==> config.mk <==
export PLATFORM = sky130hd
export DESIGN_NAME = ultrasonic_range_zone_monitor
export DESIGN_NICKNAME = d
export VERILOG_FILES = /design/src/rtl/uzm_pkg.sv /design/src/rtl/ultrasonic_range_zone_monitor.sv
export SDC_FILE = /design/constraint.sdc
export NUM_CORES = 1
export LEC_CHECK = 0
export ABC_AREA = 1
export BUFFER_PORTS_ARGS = -buffer_cell sky130_fd_sc_hd__clkbuf_2
export CAP_MARGIN = 15
export CORE_MARGIN = 2
export CORE_UTILIZATION = 40
export CTS_CLUSTER_DIAMETER = 150
export DETAILED_ROUTE_END_ITERATION = 16
export GPL_ROUTABILITY_DRIVEN = 0
export HOLD_SLACK_MARGIN = 0.03
export RECOVER_POWER = 25
export SLEW_MARGIN = 5
export SYNTH_ARGS = -nofsm -noshare
export SYNTH_HDL_FRONTEND = slang
export SYNTH_SLANG_ARGS = --single-unit
==> constraint.sdc <==
create_clock -name clk -period 6.5 [get_ports clk]
set_input_delay 0.975 -clock clk [delete_from_list [all_inputs] [get_ports clk]]
set_output_delay 0.975 -clock clk [all_outputs]
set_load 0.01 [all_outputs]
==> src/rtl/uzm_pkg.sv <==
// Shared constants, phase codes and register indexes for the range zone monitor.
`default_nettype none

package uzm_pkg;

    // Field and register widths
    localparam int TickW    = 20;
    localparam int WidthW   = 16;
    localparam int DistW    = 17;
    localparam int ProdW    = 27;
    localparam int ScaledW  = 19;
    localparam int CfgAddrW = 3;
    localparam int CfgDataW = 20;
    localparam int InDataW  = 8;
    localparam int OutDataW = 32;

    // Echo width to cm, Q8: 0.01715 * 65536 rounded, product shifted right by 8
    localparam logic [10:0] ScaleQ16 = 11'd1124;
    localparam int ScaleShift = 8;

    // Measurement phases
    localparam logic [2:0] PhGap      = 3'd0;
    localparam logic [2:0] PhTrigLow  = 3'd1;
    localparam logic [2:0] PhTrigHigh = 3'd2;
    localparam logic [2:0] PhWaitRise = 3'd3;
    localparam logic [2:0] PhMeasure  = 3'd4;

    // Zone codes
    localparam logic [1:0] ZoneError  = 2'd0;
    localparam logic [1:0] ZoneFar    = 2'd1;
    localparam logic [1:0] ZoneMedium = 2'd2;
    localparam logic [1:0] ZoneClose  = 2'd3;

    // Configuration register indexes
    localparam logic [CfgAddrW-1:0] RegEnable      = 3'd0;
    localparam logic [CfgAddrW-1:0] RegTrigLow     = 3'd1;
    localparam logic [CfgAddrW-1:0] RegTrigHigh    = 3'd2;
    localparam logic [CfgAddrW-1:0] RegEchoTimeout = 3'd3;
    localparam logic [CfgAddrW-1:0] RegThreshLow   = 3'd4;
    localparam logic [CfgAddrW-1:0] RegThreshHigh  = 3'd5;
    localparam logic [CfgAddrW-1:0] RegMaxDistance = 3'd6;
    localparam logic [CfgAddrW-1:0] RegGapTicks    = 3'd7;

    // Output tdata bit positions
    localparam int OutTrigBit   = 0;
    localparam int OutFarBit    = 1;
    localparam int OutMedBit    = 2;
    localparam int OutCloseBit  = 3;
    localparam int OutDistLsb   = 4;
    localparam int OutValidBit  = 21;
    localparam int OutZoneLsb   = 22;
    localparam int OutDoneBit   = 24;

endpackage

`default_nettype wire

==> src/rtl/ultrasonic_range_zone_monitor.sv <==
// Ultrasonic echo-pulse ranging with three-zone indicator lights.
//
// Usage:
//   The slave stream carries one transfer per microsecond tick; bit 0 of
//   s_tdata is the sampled echo level. Every accepted tick yields exactly one
//   transfer on the master stream with the trigger drive, the three lights,
//   the last valid distance (cm, Q8), the valid flag, the zone code and a
//   one-tick done pulse when a measurement completes.
//   The phase sequencer, the echo width scaling (one 16x11 constant
//   multiply) and the zone compare sit between the state registers and the
//   output register. One tick is taken every cycle unless the output stalls.
//   s_tready follows the output register: a tick is accepted whenever the
//   output register is empty or is being drained, so a stalled receiver
//   holds the pending result and backs up the slave side after one entry.
//   Reset (rst_n low, asynchronous) loads the register defaults, puts the
//   sequencer in the gap phase with a zero count, clears the stored distance,
//   valid flag and zone, and empties the output register.
//   Configuration writes (cfg_we, cfg_addr, cfg_data) take effect at the
//   clock edge on which cfg_we is high; write them while the stream is idle.
`default_nettype none

module ultrasonic_range_zone_monitor
(
    input  wire logic                           clk,
    input  wire logic                           rst_n,
    // configuration write port
    input  wire logic                           cfg_we,
    input  wire logic [uzm_pkg::CfgAddrW-1:0]   cfg_addr,
    input  wire logic [uzm_pkg::CfgDataW-1:0]   cfg_data,
    // tick stream in
    input  wire logic                           s_tvalid,
    output logic                                s_tready,
    input  wire logic [uzm_pkg::InDataW-1:0]    s_tdata,  // [0] echo_level, rest zero
    // result stream out
    output logic                                m_tvalid,
    input  wire logic                           m_tready,
    // [0] trigger_out, [1] light_far, [2] light_medium, [3] light_close,
    // [20:4] distance_q8, [21] reading_valid, [23:22] zone, [24] reading_done
    output logic [uzm_pkg::OutDataW-1:0]        m_tdata
);

    import uzm_pkg::*;

    // Configuration registers
    logic               enable_reg;
    logic [7:0]         trig_low_reg;
    logic [7:0]         trig_high_reg;
    logic [WidthW-1:0]  timeout_reg;
    logic [DistW-1:0]   thresh_low_reg;
    logic [DistW-1:0]   thresh_high_reg;
    logic [DistW-1:0]   max_dist_reg;
    logic [TickW-1:0]   gap_reg;

    // Measurement state
    logic [2:0]         phase_reg,  phase_next;
    logic [TickW-1:0]   tick_reg,   tick_next;
    logic [WidthW-1:0]  width_reg,  width_next;
    logic [DistW-1:0]   dist_reg,   dist_next;
    logic               valid_reg,  valid_next;
    logic [1:0]         zone_reg,   zone_next;

    // Output register
    logic               out_valid_reg;
    logic [OutDataW-1:0] out_data_reg, out_data_next;

    logic               accept;
    logic               echo;
    logic               trig;
    logic               done;
    logic [TickW:0]     tick_inc;
    logic [ProdW-1:0]   prod;
    logic [ScaledW-1:0] dist_scaled;
    logic               finish;
    logic               timed_out;

    assign s_tready = !out_valid_reg || m_tready;
    assign accept   = s_tvalid && s_tready;
    assign echo     = s_tdata[0];
    assign m_tvalid = out_valid_reg;
    assign m_tdata  = out_data_reg;

    assign tick_inc    = {1'b0, tick_reg} + {{TickW{1'b0}}, 1'b1};
    assign prod        = ProdW'(width_reg) * ProdW'(ScaleQ16);
    assign dist_scaled = prod[ProdW-1:ScaleShift];

    // Configuration writes
    always_ff @(posedge clk or negedge rst_n)
    begin
        if (!rst_n)
        begin
            enable_reg      <= 1'b0;
            trig_low_reg    <= 8'd2;
            trig_high_reg   <= 8'd10;
            timeout_reg     <= 16'd30000;
            thresh_low_reg  <= 17'd5120;
            thresh_high_reg <= 17'd12800;
            max_dist_reg    <= 17'd102400;
            gap_reg         <= 20'd100000;
        end
        else if (cfg_we)
        begin
            case (cfg_addr)
                RegEnable:      enable_reg      <= cfg_data[0];
                RegTrigLow:     trig_low_reg    <= cfg_data[7:0];
                RegTrigHigh:    trig_high_reg   <= cfg_data[7:0];
                RegEchoTimeout: timeout_reg     <= cfg_data[WidthW-1:0];
                RegThreshLow:   thresh_low_reg  <= cfg_data[DistW-1:0];
                RegThreshHigh:  thresh_high_reg <= cfg_data[DistW-1:0];
                RegMaxDistance: max_dist_reg    <= cfg_data[DistW-1:0];
                RegGapTicks:    gap_reg         <= cfg_data[TickW-1:0];
                default:        ;
            endcase
        end
    end

    // Phase sequencer: one tick of work per accepted transfer
    always_comb
    begin
        phase_next = phase_reg;
        tick_next  = tick_reg;
        width_next = width_reg;
        trig       = 1'b0;
        finish     = 1'b0;
        timed_out  = 1'b0;

        if (!enable_reg)
        begin
            phase_next = PhGap;
            tick_next  = '0;
        end
        else
        begin
            case (phase_reg)
                PhGap:
                begin
                    tick_next = tick_inc[TickW-1:0];
                    if (tick_inc >= {1'b0, gap_reg})
                    begin
                        phase_next = PhTrigLow;
                        tick_next  = '0;
                    end
                end
                PhTrigLow:
                begin
                    tick_next = tick_inc[TickW-1:0];
                    if (tick_inc >= (TickW+1)'(trig_low_reg))
                    begin
                        phase_next = PhTrigHigh;
                        tick_next  = '0;
                    end
                end
                PhTrigHigh:
                begin
                    trig      = 1'b1;
                    tick_next = tick_inc[TickW-1:0];
                    if (tick_inc >= (TickW+1)'(trig_high_reg))
                    begin
                        phase_next = PhWaitRise;
                        tick_next  = '0;
                    end
                end
                PhWaitRise:
                begin
                    if (echo)
                    begin
                        width_next = WidthW'(1);
                        phase_next = PhMeasure;
                        tick_next  = '0;
                    end
                    else
                    begin
                        tick_next = tick_inc[TickW-1:0];
                        if (tick_inc > (TickW+1)'(timeout_reg))
                        begin
                            finish    = 1'b1;
                            timed_out = 1'b1;
                        end
                    end
                end
                PhMeasure:
                begin
                    if (!echo)
                    begin
                        finish = 1'b1;
                    end
                    else
                    begin
                        tick_next = tick_inc[TickW-1:0];
                        if (tick_inc > (TickW+1)'(timeout_reg))
                        begin
                            finish    = 1'b1;
                            timed_out = 1'b1;
                        end
                        else if (width_reg != {WidthW{1'b1}})
                        begin
                            width_next = width_reg + WidthW'(1);
                        end
                    end
                end
                default:
                begin
                    phase_next = PhGap;
                    tick_next  = '0;
                end
            endcase
        end

        if (finish)
        begin
            phase_next = PhGap;
            tick_next  = '0;
        end
    end

    assign done = finish;

    // Classify a finished reading against the range limit and thresholds
    always_comb
    begin
        dist_next  = dist_reg;
        valid_next = valid_reg;
        zone_next  = zone_reg;
        if (finish)
        begin
            if (!timed_out && dist_scaled != '0 &&
                dist_scaled < ScaledW'(max_dist_reg))
            begin
                dist_next  = dist_scaled[DistW-1:0];
                valid_next = 1'b1;
                if (dist_scaled > ScaledW'(thresh_high_reg))
                    zone_next = ZoneFar;
                else if (dist_scaled >= ScaledW'(thresh_low_reg))
                    zone_next = ZoneMedium;
                else
                    zone_next = ZoneClose;
            end
            else
            begin
                valid_next = 1'b0;
                zone_next  = ZoneError;
            end
        end
    end

    // Pack the result transfer
    always_comb
    begin
        out_data_next = '0;
        out_data_next[OutTrigBit]  = trig;
        out_data_next[OutFarBit]   = (zone_next == ZoneFar);
        out_data_next[OutMedBit]   = (zone_next == ZoneMedium);
        out_data_next[OutCloseBit] = (zone_next == ZoneClose);
        out_data_next[OutDistLsb +: DistW] = dist_next;
        out_data_next[OutValidBit] = valid_next;
        out_data_next[OutZoneLsb +: 2]     = zone_next;
        out_data_next[OutDoneBit]  = done;
    end

    // Advance state on each accepted tick
    always_ff @(posedge clk or negedge rst_n)
    begin
        if (!rst_n)
        begin
            phase_reg <= PhGap;
            tick_reg  <= '0;
            width_reg <= '0;
            dist_reg  <= '0;
            valid_reg <= 1'b0;
            zone_reg  <= ZoneError;
        end
        else if (accept)
        begin
            phase_reg <= phase_next;
            tick_reg  <= tick_next;
            width_reg <= width_next;
            dist_reg  <= dist_next;
            valid_reg <= valid_next;
            zone_reg  <= zone_next;
        end
    end

    // Output register: fill on accept, drain on transfer
    always_ff @(posedge clk or negedge rst_n)
    begin
        if (!rst_n)
        begin
            out_valid_reg <= 1'b0;
        end
        else if (accept)
        begin
            out_valid_reg <= 1'b1;
        end
        else if (m_tready)
        begin
            out_valid_reg <= 1'b0;
        end
    end

    always_ff @(posedge clk)
    begin
        if (accept)
        begin
            out_data_reg <= out_data_next;
        end
    end

endmodule

`default_nettype wire

# Yosys cells after proc, flatten, opt, wreduce, memory -nomap -nowiden
# Index checks and enable logic that the tools add are counted.
# Widths: inputs -> output; s select.
[word_totals]
out_inout_bits = 34
input_bits = 36
register_bits = 189
word_cells = 113
[classes]
eq_ne = 25
mul = 1
mux = 39
n_reduce_logical = 22
addsub = 2
magnitude_cmp = 7
[ops]
columns = ["cell", "count"]
rows = [
  ["$mux 20", 7],
  ["$pmux 20 s5", 1],
  ["$mux 16", 4],
  ["$ge 21x8->1", 2],
  ["$mux 17", 2],
  ["$pmux 16 s2", 1],
  ["$mul 16x9->25 const B", 1],
  ["$add 20x1->21 const B", 1],
  ["$ge 21x20->1", 1],
  ["$gt 21x16->1", 1],
  ["$ne 4x4->1 const B", 5],
  ["$ge 19x17->1", 1],
  ["$gt 19x17->1", 1],
  ["$lt 19x17->1", 1],
  ["$reduce_bool 19->1", 1],
  ["$mux 3", 6],
  ["$reduce_and 2->1", 9],
  ["$add 16x1->16 const B", 1],
  ["$ne 16x16->1 const B", 1],
  ["$eq 3x3->1 const B", 5],
  ["$pmux 3 s5", 1],
  ["$eq 3x2->1 const B", 4],
  ["$mux 1", 12],
  ["$ne 2x2->1 const B", 4],
  ["other kinds (13)", 23],
]

# Longest topological paths before layout
# Gate-level depths: netlist of the first run.
[logic_depth]
ltp_word = 12
ltp_mapped = 34
ltp_nobuf = 34

# Worst setup path after synthesis of the first run
# No wires, ideal clock.
[synth_path]
path_type = "reg-to-reg"
start = "reg width_reg[5]"
end = "reg out_data_reg[19], in the netlist m_tdata[19], data pin"
slack_ns = 1.583
setup_ns = 0.249
t_required_ns = 6.251
path_stages_with_launch = 31
path_buffers = 2
arrival_time_ns = 4.668
synth_period_minus_slack_ns = 4.917
cell_sequence = "dfrtp_1 > ha_1 > ha_1 > fa_1 > fa_1 > ha_1 > a21oi_1 > nor2_1 > nor2_1 > nand2_1 > nand2_1 > nand3b_1 > nand2_1 > inv_1 > ha_1 > nand2_1 > inv_1 > nand3_1 > inv_1 > a21oi_1 > o21ai_0 > nand3_1 > nor2_1 > nand2_1 > o21ai_1 > nor2_2 > buf_6 > buf_4 > nand3_2 > nand2_1 > inv_1"
[synth_via]
elab_chain_cells = 6
elab_cells_between_ends = 7
classes_between = "mul (1); order compare (1); mux (2); reduce/logical (3)"
[synth_lines]
columns = ["item", "line", "source"]
rows = [
  ["from (decl)", "ultrasonic_range_zone_monitor.sv:57", "logic [WidthW-1:0] width_reg, width_next;"],
  ["from (signal assigned)", "ultrasonic_range_zone_monitor.sv:275", "width_reg <= width_next;"],
  ["$mul 16x9->25 *", "ultrasonic_range_zone_monitor.sv:83", "assign prod = ProdW'(width_reg) * ProdW'(ScaleQ16);"],
  ["parallel branches: the longest is 3 deep, another holds $lt 19x17->1", "-", ""],
  ["$mux 17 *", "ultrasonic_range_zone_monitor.sv:225", "if (!timed_out && dist_scaled != '0 &&"],
  ["$mux 17 *", "ultrasonic_range_zone_monitor.sv:223", "if (finish)"],
  ["net dist_next[15]", "ultrasonic_range_zone_monitor.sv:58", "logic [DistW-1:0] dist_reg, dist_next;"],
  ["to (signal assigned)", "ultrasonic_range_zone_monitor.sv:303", "out_data_reg <= out_data_next;"],
  ["to (decl)", "ultrasonic_range_zone_monitor.sv:64", "logic [OutDataW-1:0] out_data_reg, out_data_next;"],
]
# Mark *: on every way through the listed nets, which the timed path passes.
# A chain may end at the register's enable or synchronous reset.

# Final worst setup path of the first run
[layout_path]
start = "reg width_reg[5]"
end = "reg out_data_reg[3], in the netlist m_tdata[3], data pin"
[layout_via]
elab_chain_cells = 7
elab_cells_between_ends = 12
classes_between = "mul (1); order compare (3); eq/ne (1); mux (4); reduce/logical (3)"
[layout_lines]
columns = ["item", "line", "source"]
rows = [
  ["$mul 16x9->25 *", "ultrasonic_range_zone_monitor.sv:83", ""],
  ["$ge 19x17->1 or $reduce_bool 19->1 (tied branches)", "ultrasonic_range_zone_monitor.sv:232, ultrasonic_range_zone_monitor.sv:225", ""],
  ["$mux 1 or $logic_and 1x1->1 (tied branches)", "ultrasonic_range_zone_monitor.sv:232, ultrasonic_range_zone_monitor.sv:225", ""],
  ["$mux 2 or $logic_and 1x1->1 (tied branches)", "ultrasonic_range_zone_monitor.sv:230, ultrasonic_range_zone_monitor.sv:225", ""],
  ["$mux 2 *", "ultrasonic_range_zone_monitor.sv:225", ""],
  ["$mux 2 *", "ultrasonic_range_zone_monitor.sv:223", ""],
  ["$eq 2x2->1 *", "ultrasonic_range_zone_monitor.sv:252", "out_data_next[OutCloseBit] = (zone_next == ZoneClose);"],
  ["net out_data_next[3]", "ultrasonic_range_zone_monitor.sv:64", ""],
]
# The timed path passes the listed nets; every way through them passes the cells marked *.

==> flow_metrics.tcl, run 1 <==
set metrics [dict create \
    relSlewSlack -2.402 \
    htreeDepth 4 \
    drtAntennaViolNets 0 \
    postCtsHoldBufs 0 \
    synthAdderAreaFrac 0.1850 \
    ys_warn_count 0 \
    synth.area.top_cells "dfrtp_1 (26%), ha_1 (15%), nand2_1 (13%)" \
    largest_reg_flops 25 \
    synth_area_per_cell_um2 7.832 \
    synth-xor-area-share 0.01225 \
    r2r_slack_ns 0.59 \
    cts_sinks 189 \
    end_kind "flop" \
    num_rows 67 \
    drc_errors 0 \
    hold_end "dist_reg[9]" \
    grt_max_degree 88 \
    cts.repair.resized 0 \
    die_y_um 188.3 \
    cp-startpoint "width_reg[5]" \
    stdcell_count 2242 \
    drt_iter0_drc 809 \
    reg2reg_depth 29 \
    slowest_delay_ns 0.53 \
    wire_per_inst_um 14.99 \
    drt_first_pass_iters 5 \
    hp-class "flop to flop" \
    portBuffers 55 \
    dp_hpwl_um 25520 \
    synth-compound-area-share 0.09379 \
    clock-root-buffer "clkbuf_16" \
    grt_pass1_vias 10820 \
    syn_area_um2 13580 \
    drive_above_1_share 0.09532 \
    layout_common_cells "nand2_1 (462), inv_1 (293), ha_1 (164), o21ai_0 (142), dfrtp_1 (140)" \
    synthSimpleGateAreaFrac 0.2467 \
    tritoncts "built" \
    synth_top_area_frac 0.2580 \
    dp_cells 2208 \
    holdPathStages 2 \
    async_flop_share 0.8677 \
    synth_cell_types 53 \
    arrival_ns 6.11 \
    die_w_um 188.3 \
    yosysSeqAreaShare 0.3597 \
    start_util 0.4060 \
    wl_um 33610 \
    final_min_period_over_clock_period 0.9098 \
    violations "max-capacitance violations, max-slew violations" \
    clk_pin_slew_ns 0.07 \
    synth_top_family_by_area "simple AND/OR/NAND/NOR gates" \
    nNetsFinal 2004 \
    reg2reg_from "width_reg[5]" \
    rsz0062_at_grt "no" \
    setup-tns-final_ns 0 \
    grt_pass1_wl_um 56350 \
    vias_per_cell 4.936 \
    synth-seq-cells 189 \
    postCtsSetupBuffers 0 \
    start_kind "flop" \
    worstPathMaxFanout 20 \
    cp.required_ns 6.70 \
    slowest_stage "fa_1" \
    area_growth_syn_to_layout_pct 9.241 \
    path_class "flop to flop" \
    grt_overflow 0 \
    dieArea_um2 35440 \
    max_freq_mhz 169.1 \
    ys.flop_type "dfrtp_1" \
    finalSetupViolCount 0 \
    synth_edf_count 25 \
    clock_skew_ns 0.01882 \
    period_needed_ns 5.914 \
    yosys.area.top_type "dfrtp_1" \
    insertedDiodeCount 0 \
    vias 11070 \
    tightest_slew_ns 5.102 \
    cts_buffer_depth 2 \
    synthMuxAreaShare 0 \
    hp-start "dist_reg[9]" \
    finalHoldViolCount 0 \
    synthCells 1734 \
    cts_buffers 17 \
    grt.total_usage 0.1997 \
    antenna_found_initial 0 \
    status "finished with violations" \
    drv_cap 1 \
    core_um2 33450 \
    timing.rr.end "m_tdata[3]" \
    clk_latency_ns 0.46 \
    nFillCells 3347 \
    slew_viol_final 88 \
    num_io_pins 70 \
    layout_commonest_cell "nand2_1" \
]
stage by stage:
| step | hold WS (ns) | worst slack (ns) | utilization | area (um^2) |
|---|---|---|---|---|
| floorplan | 0.4491 | 1.583 | - | 13600 |
| CTS | 0.4843 | 0.4924 | 0.4431 | 14820 |
| global route | 0.5047 | 0.05031 | 0.4435 | 14840 |
| global placement | 0.4615 | 0.6048 | 0.4258 | 14240 |
| detailed placement | 0.4649 | 0.5181 | 0.4258 | 14240 |
| finish | 0.4817 | 0.5861 | 0.4435 | 14840 |
how the worst max path moves through the flow:
stage	cells past startpoint	end
after global placement	29	m_tdata[11]
after CTS	29	m_tdata[19]
final	29	m_tdata[3]
after detailed placement	29	m_tdata[19]
after global routing	28	m_tdata[3]
after floorplan	30	m_tdata[19]
metal layers:
| metal | GRT usage | wire length [um] | vias up |
|---|---|---|---|
| met2 | 0.3104 | 14430 | 213 |
| met4 | 0.05633 | 705 | 0 |
| met1 | 0.2898 | 17040 | 5164 |
| met3 | 0.02812 | 1438 | 33 |
| met5 | 0 | 0 | - |
| li1 | - | - | 5656 |
worst max-delay path: cells and delay by family (launching register included):
kind	cells	cell delay, ns
compound gates	3	0.76
buf+inv	3	0.29
flops	1	0.47
fa+ha+maj	6	2.33
simple gates	17	1.81
synthesized netlist by cell type (all sizes together), types with 2 or more instances:
cell      n
nand3b   15
ha      164
a21o      2
a21oi    60
o21ai   151
o21a      2
xor2     17
nand3   100
nor3     15
nor2    114
nand2   477
dfrtp   140
clkbuf   24
fa       23
xnor2     2
a31oi     3
nor4      4
edfxtp   25
nand4    27
inv     297
a211oi    5
o21bai    7
or2       2
o31ai     4
buf      19
dfstp    24
kinds of logic (layout without fill, tap and decap cells):
group                    after synthesis  count (layout)
AND/OR/NAND/NOR                      757             757
adder cells (fa/ha/maj)              187             187
other                                  1               7
AO/OA/AOI/OAI                        240             240
XOR/XNOR                              19              19
buffers and inverters                341             395
flip-flops                           189             189
cell type report:
| type | instances | area [um^2] | area share |
|---|---|---|---|
| clock buffer | 19 | 454.2 | 0.03061 |
| sequential | 189 | 4885 | 0.3293 |
| inverter | 298 | 1120 | 0.07548 |
| clock inverter | 13 | 125.1 | 0.008434 |
| tap | 448 | 560.5 | 0.03778 |
| timing repair buffer | 65 | 354.1 | 0.02387 |
| multi-input combinational | 1210 | 7337 | 0.4946 |
Power of run 1 is not shown: default switching activity piles up to over one toggle a cycle in this logic, so the estimate is an artifact.
==> run 2: changes to the inputs <==
--- a/config.mk
+++ b/config.mk
@@ -10,6 +10,7 @@
 export CAP_MARGIN = 15
 export CORE_MARGIN = 2
 export CORE_UTILIZATION = 40
+export CTS_BUF_LIST = sky130_fd_sc_hd__clkbuf_4 sky130_fd_sc_hd__clkbuf_8 sky130_fd_sc_hd__clkbuf_16
 export CTS_CLUSTER_DIAMETER = 150
 export DETAILED_ROUTE_END_ITERATION = 16
 export GPL_ROUTABILITY_DRIVEN = 0
==> flow_metrics.tcl, run 2 (synthesis gave the netlist of run 1 again) <==
set metrics [dict create \
    setup-tns-final_ns 0 \
    tritoncts "built" \
    drt_iter0_drc 802 \
    relSlewSlack -2.402 \
    layout_commonest_cell "nand2_1" \
    cp.required_ns 6.70 \
    clock_skew_ns 0.01872 \
    cts_sinks 189 \
    die_y_um 188.3 \
    grt_max_degree 88 \
    rsz0062_at_grt "no" \
    slew_viol_final 88 \
    clk_latency_ns 0.46 \
    drc_errors 0 \
    grt_pass1_wl_um 56350 \
    slowest_stage "fa_1" \
    start_util 0.4060 \
    slowest_delay_ns 0.53 \
    end_kind "flop" \
    cts_buffer_depth 2 \
    clock-root-buffer "clkbuf_16" \
    num_rows 67 \
    dp_cells 2208 \
    dieArea_um2 35440 \
    finalSetupViolCount 0 \
    period_needed_ns 5.912 \
    max_freq_mhz 169.2 \
    path_class "flop to flop" \
    hp-class "flop to flop" \
    worstPathMaxFanout 20 \
    postCtsSetupBuffers 0 \
    start_kind "flop" \
    htreeDepth 4 \
    portBuffers 55 \
    finalHoldViolCount 0 \
    final_min_period_over_clock_period 0.9095 \
    holdPathStages 2 \
    die_w_um 188.3 \
    core_um2 33450 \
    grt_pass1_vias 10820 \
    drv_cap 1 \
    nNetsFinal 2004 \
    insertedDiodeCount 0 \
    grt_overflow 0 \
    layout_common_cells "nand2_1 (462), inv_1 (293), ha_1 (164), o21ai_0 (142), dfrtp_1 (140)" \
    vias 11070 \
    arrival_ns 6.11 \
    antenna_found_initial 0 \
    reg2reg_depth 29 \
    status "finished with violations" \
    grt.total_usage 0.1997 \
    largest_reg_flops 25 \
    drtAntennaViolNets 0 \
    stdcell_count 2242 \
    num_io_pins 70 \
    clk_pin_slew_ns 0.07 \
    drive_above_1_share 0.09588 \
    wl_um 33570 \
    dp_hpwl_um 25520 \
    wire_per_inst_um 14.98 \
    cts_buffers 17 \
    area_growth_syn_to_layout_pct 9.268 \
    tightest_slew_ns 5.103 \
    vias_per_cell 4.936 \
    drt_first_pass_iters 5 \
    utilization 0.4436 \
    nFillCells 3345 \
    violations "max-capacitance violations, max-slew violations" \
]
-- run 2: cell counts in the layout (fill, tap and decap cells not counted) --
Identical to the previous run, type by type.
-- run 2: final cells by class --
cell class / instances / area [um^2] / area share
Inverter: 298 / 1120 / 0.07546
Multi-Input combinational cell: 1210 / 7337 / 0.4944
Tap cell: 448 / 560.5 / 0.03777
Timing Repair Buffer: 65 / 354.1 / 0.02386
Sequential cell: 189 / 4885 / 0.3292
Clock inverter: 13 / 125.1 / 0.008432
Clock buffer: 19 / 457.9 / 0.03086
-- run 2: path summary, 6_finish.rpt --
path / startpoint / to / slack (ns)
max: width_reg[5] / m_tdata[3] / 0.59
max in group asynchronous: rst_n / tick_reg[6] / 1.12
min: dist_reg[9] / dist_reg[9] / 0.48
max reg2reg: width_reg[5] / m_tdata[3] / 0.59
min in group asynchronous: rst_n / width_reg[3] / 2.38
min reg2reg: dist_reg[9] / dist_reg[9] / 0.48
-- run 2: stage by stage --
step                      setup slack [ns]  hold WS (ns)  cell area, um^2
after CTS                           0.4924        0.4843            14820
after floorplan                      1.583        0.4491            13600
final                               0.5884        0.4817            14840
after detailed placement            0.5181        0.4649            14240
after global placement              0.6048        0.4615            14240
after global routing               0.05031        0.5047            14840
-- run 2: routing by layer --
layer  track usage  wire, um  up-vias
li1              -         -     5656
met1        0.2898     17010     5157
met2        0.3104     14400      221
met3       0.02812      1456       33
met4       0.05633       705        0
met5             0         0        -
-- run 2: repair_timing --
| item | in CTS | in global routing |
|---|---|---|
| setup endpoints to repair | 0 | 22 |
| gates resized for setup | 0 | 1 |
| hold buffers | 0 | 0 |
-- run 2: worst max-delay path, delay by kind of cell (launching register included) --
| kind | cells | cell delay [ns] |
|---|---|---|
| simple gates | 17 | 1.81 |
| compound gates | 3 | 0.76 |
| flops | 1 | 0.47 |
| fa+ha+maj | 6 | 2.33 |
| buf+inv | 3 | 0.29 |
Power of run 2 is left out for the same reason.
==> run 3: changes to the inputs <==
--- a/config.mk
+++ b/config.mk
@@ -5,7 +5,7 @@
 export SDC_FILE = /design/constraint.sdc
 export NUM_CORES = 1
 export LEC_CHECK = 0
-export ABC_AREA = 1
+export ABC_AREA = 0
 export BUFFER_PORTS_ARGS = -buffer_cell sky130_fd_sc_hd__clkbuf_2
 export CAP_MARGIN = 15
 export CORE_MARGIN = 2
==> flow_metrics.tcl, run 3 <==
set metrics [dict create \
    setup_ws_ns 0.2206 \
    portBuffers 55 \
    dp_hpwl_um 23830 \
    rsz0062_at_grt "no" \
    ys.flop_type "dfrtp_1" \
    synth.most_common_cell "ha_1" \
    endpoint "m_tdata[22]" \
    reg2reg_depth 20 \
    wl_met2_um 15430 \
    end_kind "flop" \
    dieArea_um2 34040 \
    grt_max_degree 68 \
    clock_power_share 0.345 \
    core_um2 32290 \
    fin_total_pwr_mw 3.112 \
    num_rows 66 \
    utilization 0.4601 \
    final_min_period_over_clock_period 0.9661 \
    clk_pin_slew_ns 0.07 \
    clock-root-buffer "clkbuf_16" \
    violations "max-capacitance violations, max-slew violations" \
    relSlewSlack -1.608 \
    drive_above_1_share 0.2461 \
    dp_slack_ns -0.04748 \
    postCtsHoldBufs 0 \
    p_per_area_nw_per_um2 209.5 \
    drt_iter0_drc 436 \
    cts_buffer_depth 2 \
    holdWs_ns 0.4815 \
    tightest_slew_ns 3.911 \
    start_util 0.4037 \
    hp-class "flop to flop" \
    yosys.area.top_type "dfrtp_1" \
    wl_um 31340 \
    power_leakage_nw 7.381 \
    synthTopCellsByCount "ha_1 (164), dfrtp_1 (140), inv_1 (137), mux2_2 (94), nand2_1 (92)" \
    drv_cap 1 \
    synth-seq-cells 189 \
    synthCells 1242 \
    drc_errors 0 \
    timing.rr.end "m_tdata[22]" \
    arrival_ns 6.48 \
    clock_skew_ns 0.01132 \
    vias_per_cell 5.356 \
    cp-startpoint "width_reg[6]" \
    synth.area.top_cells "dfrtp_1 (27%), ha_1 (16%), mux2_2 (8.1%)" \
    cts_sinks 189 \
    start_kind "flop" \
    clk_latency_ns 0.45 \
    power.internal_mw 2.233 \
    wire_per_inst_um 17.49 \
    max_freq_mhz 159.3 \
    nFillCells 3034 \
    grt.total_usage 0.1914 \
    power_switching_uw 879.0 \
    syn_area_um2 13030 \
    finalSetupViolCount 0 \
    antenna_found_initial 0 \
    async_flop_share 0.8677 \
    pwr-share-comb 0.188 \
    vdd_drop_max_mv 0.1883 \
    drtAntennaViolNets 0 \
    wl_met3_um 738 \
    slew_viol_final 68 \
    num_io_pins 70 \
    seq_power_share 0.467 \
    nNetsFinal 1559 \
    layout_commonest_cell "ha_1" \
    die_y_um 184.5 \
    swShare 0.2825 \
    largest_reg_flops 25 \
    die_w_um 184.5 \
    status "finished with violations" \
    synth_cell_types 93 \
    ys_warn_count 0 \
    wl_met1_um 14740 \
    period_needed_ns 6.279 \
    worstPathMaxFanout 5 \
    routed.top_layer "met4" \
    yosysSeqAreaShare 0.3748 \
    multi_input_area_um2 7536 \
    grt_pass1_wl_um 50390 \
    synth_area_per_cell_um2 10.49 \
    cp.required_ns 6.70 \
    cts_buffers 17 \
    area_growth_syn_to_layout_pct 13.98 \
    vias 9598 \
    synth_edf_count 25 \
    seqCellArea_um2 4890 \
    path_class "flop to flop" \
    htreeDepth 4 \
    grt_overflow 0 \
    grt_pass1_vias 9563 \
    r2r_slack_ns 0.22 \
    finalHoldViolCount 0 \
    synth_top_area_frac 0.2688 \
    layout_common_cells "ha_1 (158), inv_1 (137), dfrtp_1 (136), mux2_2 (94), nand2_1 (92)" \
    reg2reg_from "width_reg[6]" \
    tritoncts "built" \
    drt_first_pass_iters 5 \
    setup-tns-final_ns 0 \
]
[run 3: changes by cell type in the layout (fill, tap and decap cells not counted), moves of 15 or more]
| cell | previous run | this run |
|---|---|---|
| a21o_1 | 2 | 18 |
| a21oi_1 | 60 | 39 |
| buf_4 | 6 | 55 |
| inv_1 | 293 | 137 |
| mux2_2 | 0 | 94 |
| mux2_4 | 0 | 16 |
| nand2_1 | 462 | 92 |
| nand3_1 | 88 | 29 |
| nor2_1 | 101 | 33 |
| o21ai_0 | 142 | 55 |
| xnor2_1 | 2 | 17 |
[run 3: what timing repair did]
action                     in CTS  in global routing
gates resized for setup         1                 30
setup endpoints to repair       1                 40
pin swaps                       1                  6
cloned                          0                  1
setup buffers                   0                  5
[run 3: cells by family after synthesis]
family | after synthesis | share of synthesized area
AO/OA/AOI/OAI | 224 | 0.1210
multiplexers | 116 | 0.1043
XOR/XNOR | 37 | 0.02544
adder cells (fa/ha/maj) | 190 | 0.1951
AND/OR/NAND/NOR | 300 | 0.1204
other | 1 | 0.0002877
buffers and inverters | 185 | 0.05885
flip-flops | 189 | 0.3748
[run 3: cell type report]
class | count | share of cell area
antenna | 1 | 0.0001684
clock buffer | 20 | 0.03099
clock inverter | 12 | 0.009012
inverter | 137 | 0.03462
multi-input combinational | 874 | 0.5073
sequential | 189 | 0.3292
tap | 442 | 0.03723
timing repair buffer | 117 | 0.05155
[run 3: how the worst min path moves through the flow]
stage	to	depth (start not counted)	startpoint
floorplan	valid_reg	1	valid_reg
global placement	valid_reg	1	valid_reg
detailed placement	valid_reg	1	valid_reg
CTS	valid_reg	1	valid_reg
global route	valid_reg	1	valid_reg
finish	valid_reg	1	valid_reg
[run 3: metal layers]
metal,vias up,track usage
li1,4649,-
met1,4797,0.2556
met2,116,0.3248
met3,36,0.02865
met4,0,0.04960
met5,-,0
[run 3: power by group through the flow]
stage | clock network [mW] | registers (mW) | logic [mW]
after global routing | 1.15 | 1.47 | 0.668
after detailed placement | 0 | 1.47 | 0.580
after global placement | 0 | 1.47 | 0.561
after CTS | 1.10 | 1.45 | 0.586
final | 1.07 | 1.45 | 0.586
after floorplan | 0 | 1.45 | 0.416
[run 3: through the flow]
| stage | area (um^2) | instances |
|---|---|---|
| after CTS | 14690 | 1785 |
| after floorplan | 13060 | 1248 |
| after global routing | 14850 | 1791 |
| after global placement | 14090 | 1753 |
| after detailed placement | 14090 | 1753 |
| final | 14860 | 1792 |
[run 3: worst max-delay path, cell delays in order (launching register included)]
cell	delay, ns
dfrtp_1	0.42
ha_1	0.30
ha_1	0.30
fa_1	0.55
fa_1	0.45
ha_4	0.28
nand4_1	0.10
o22ai_2	0.13
o31a_1	0.29
or3_1	0.35
and2_1	0.20
ha_1	0.29
and4_4	0.24
nand4_1	0.12
or4b_4	0.51
a311oi_2	0.21
a311oi_1	0.11
maj3_2	0.36
o21ai_2	0.13
or4b_4	0.47
a22o_1	0.20
Note: power is estimated with default switching activity, not from simulation.
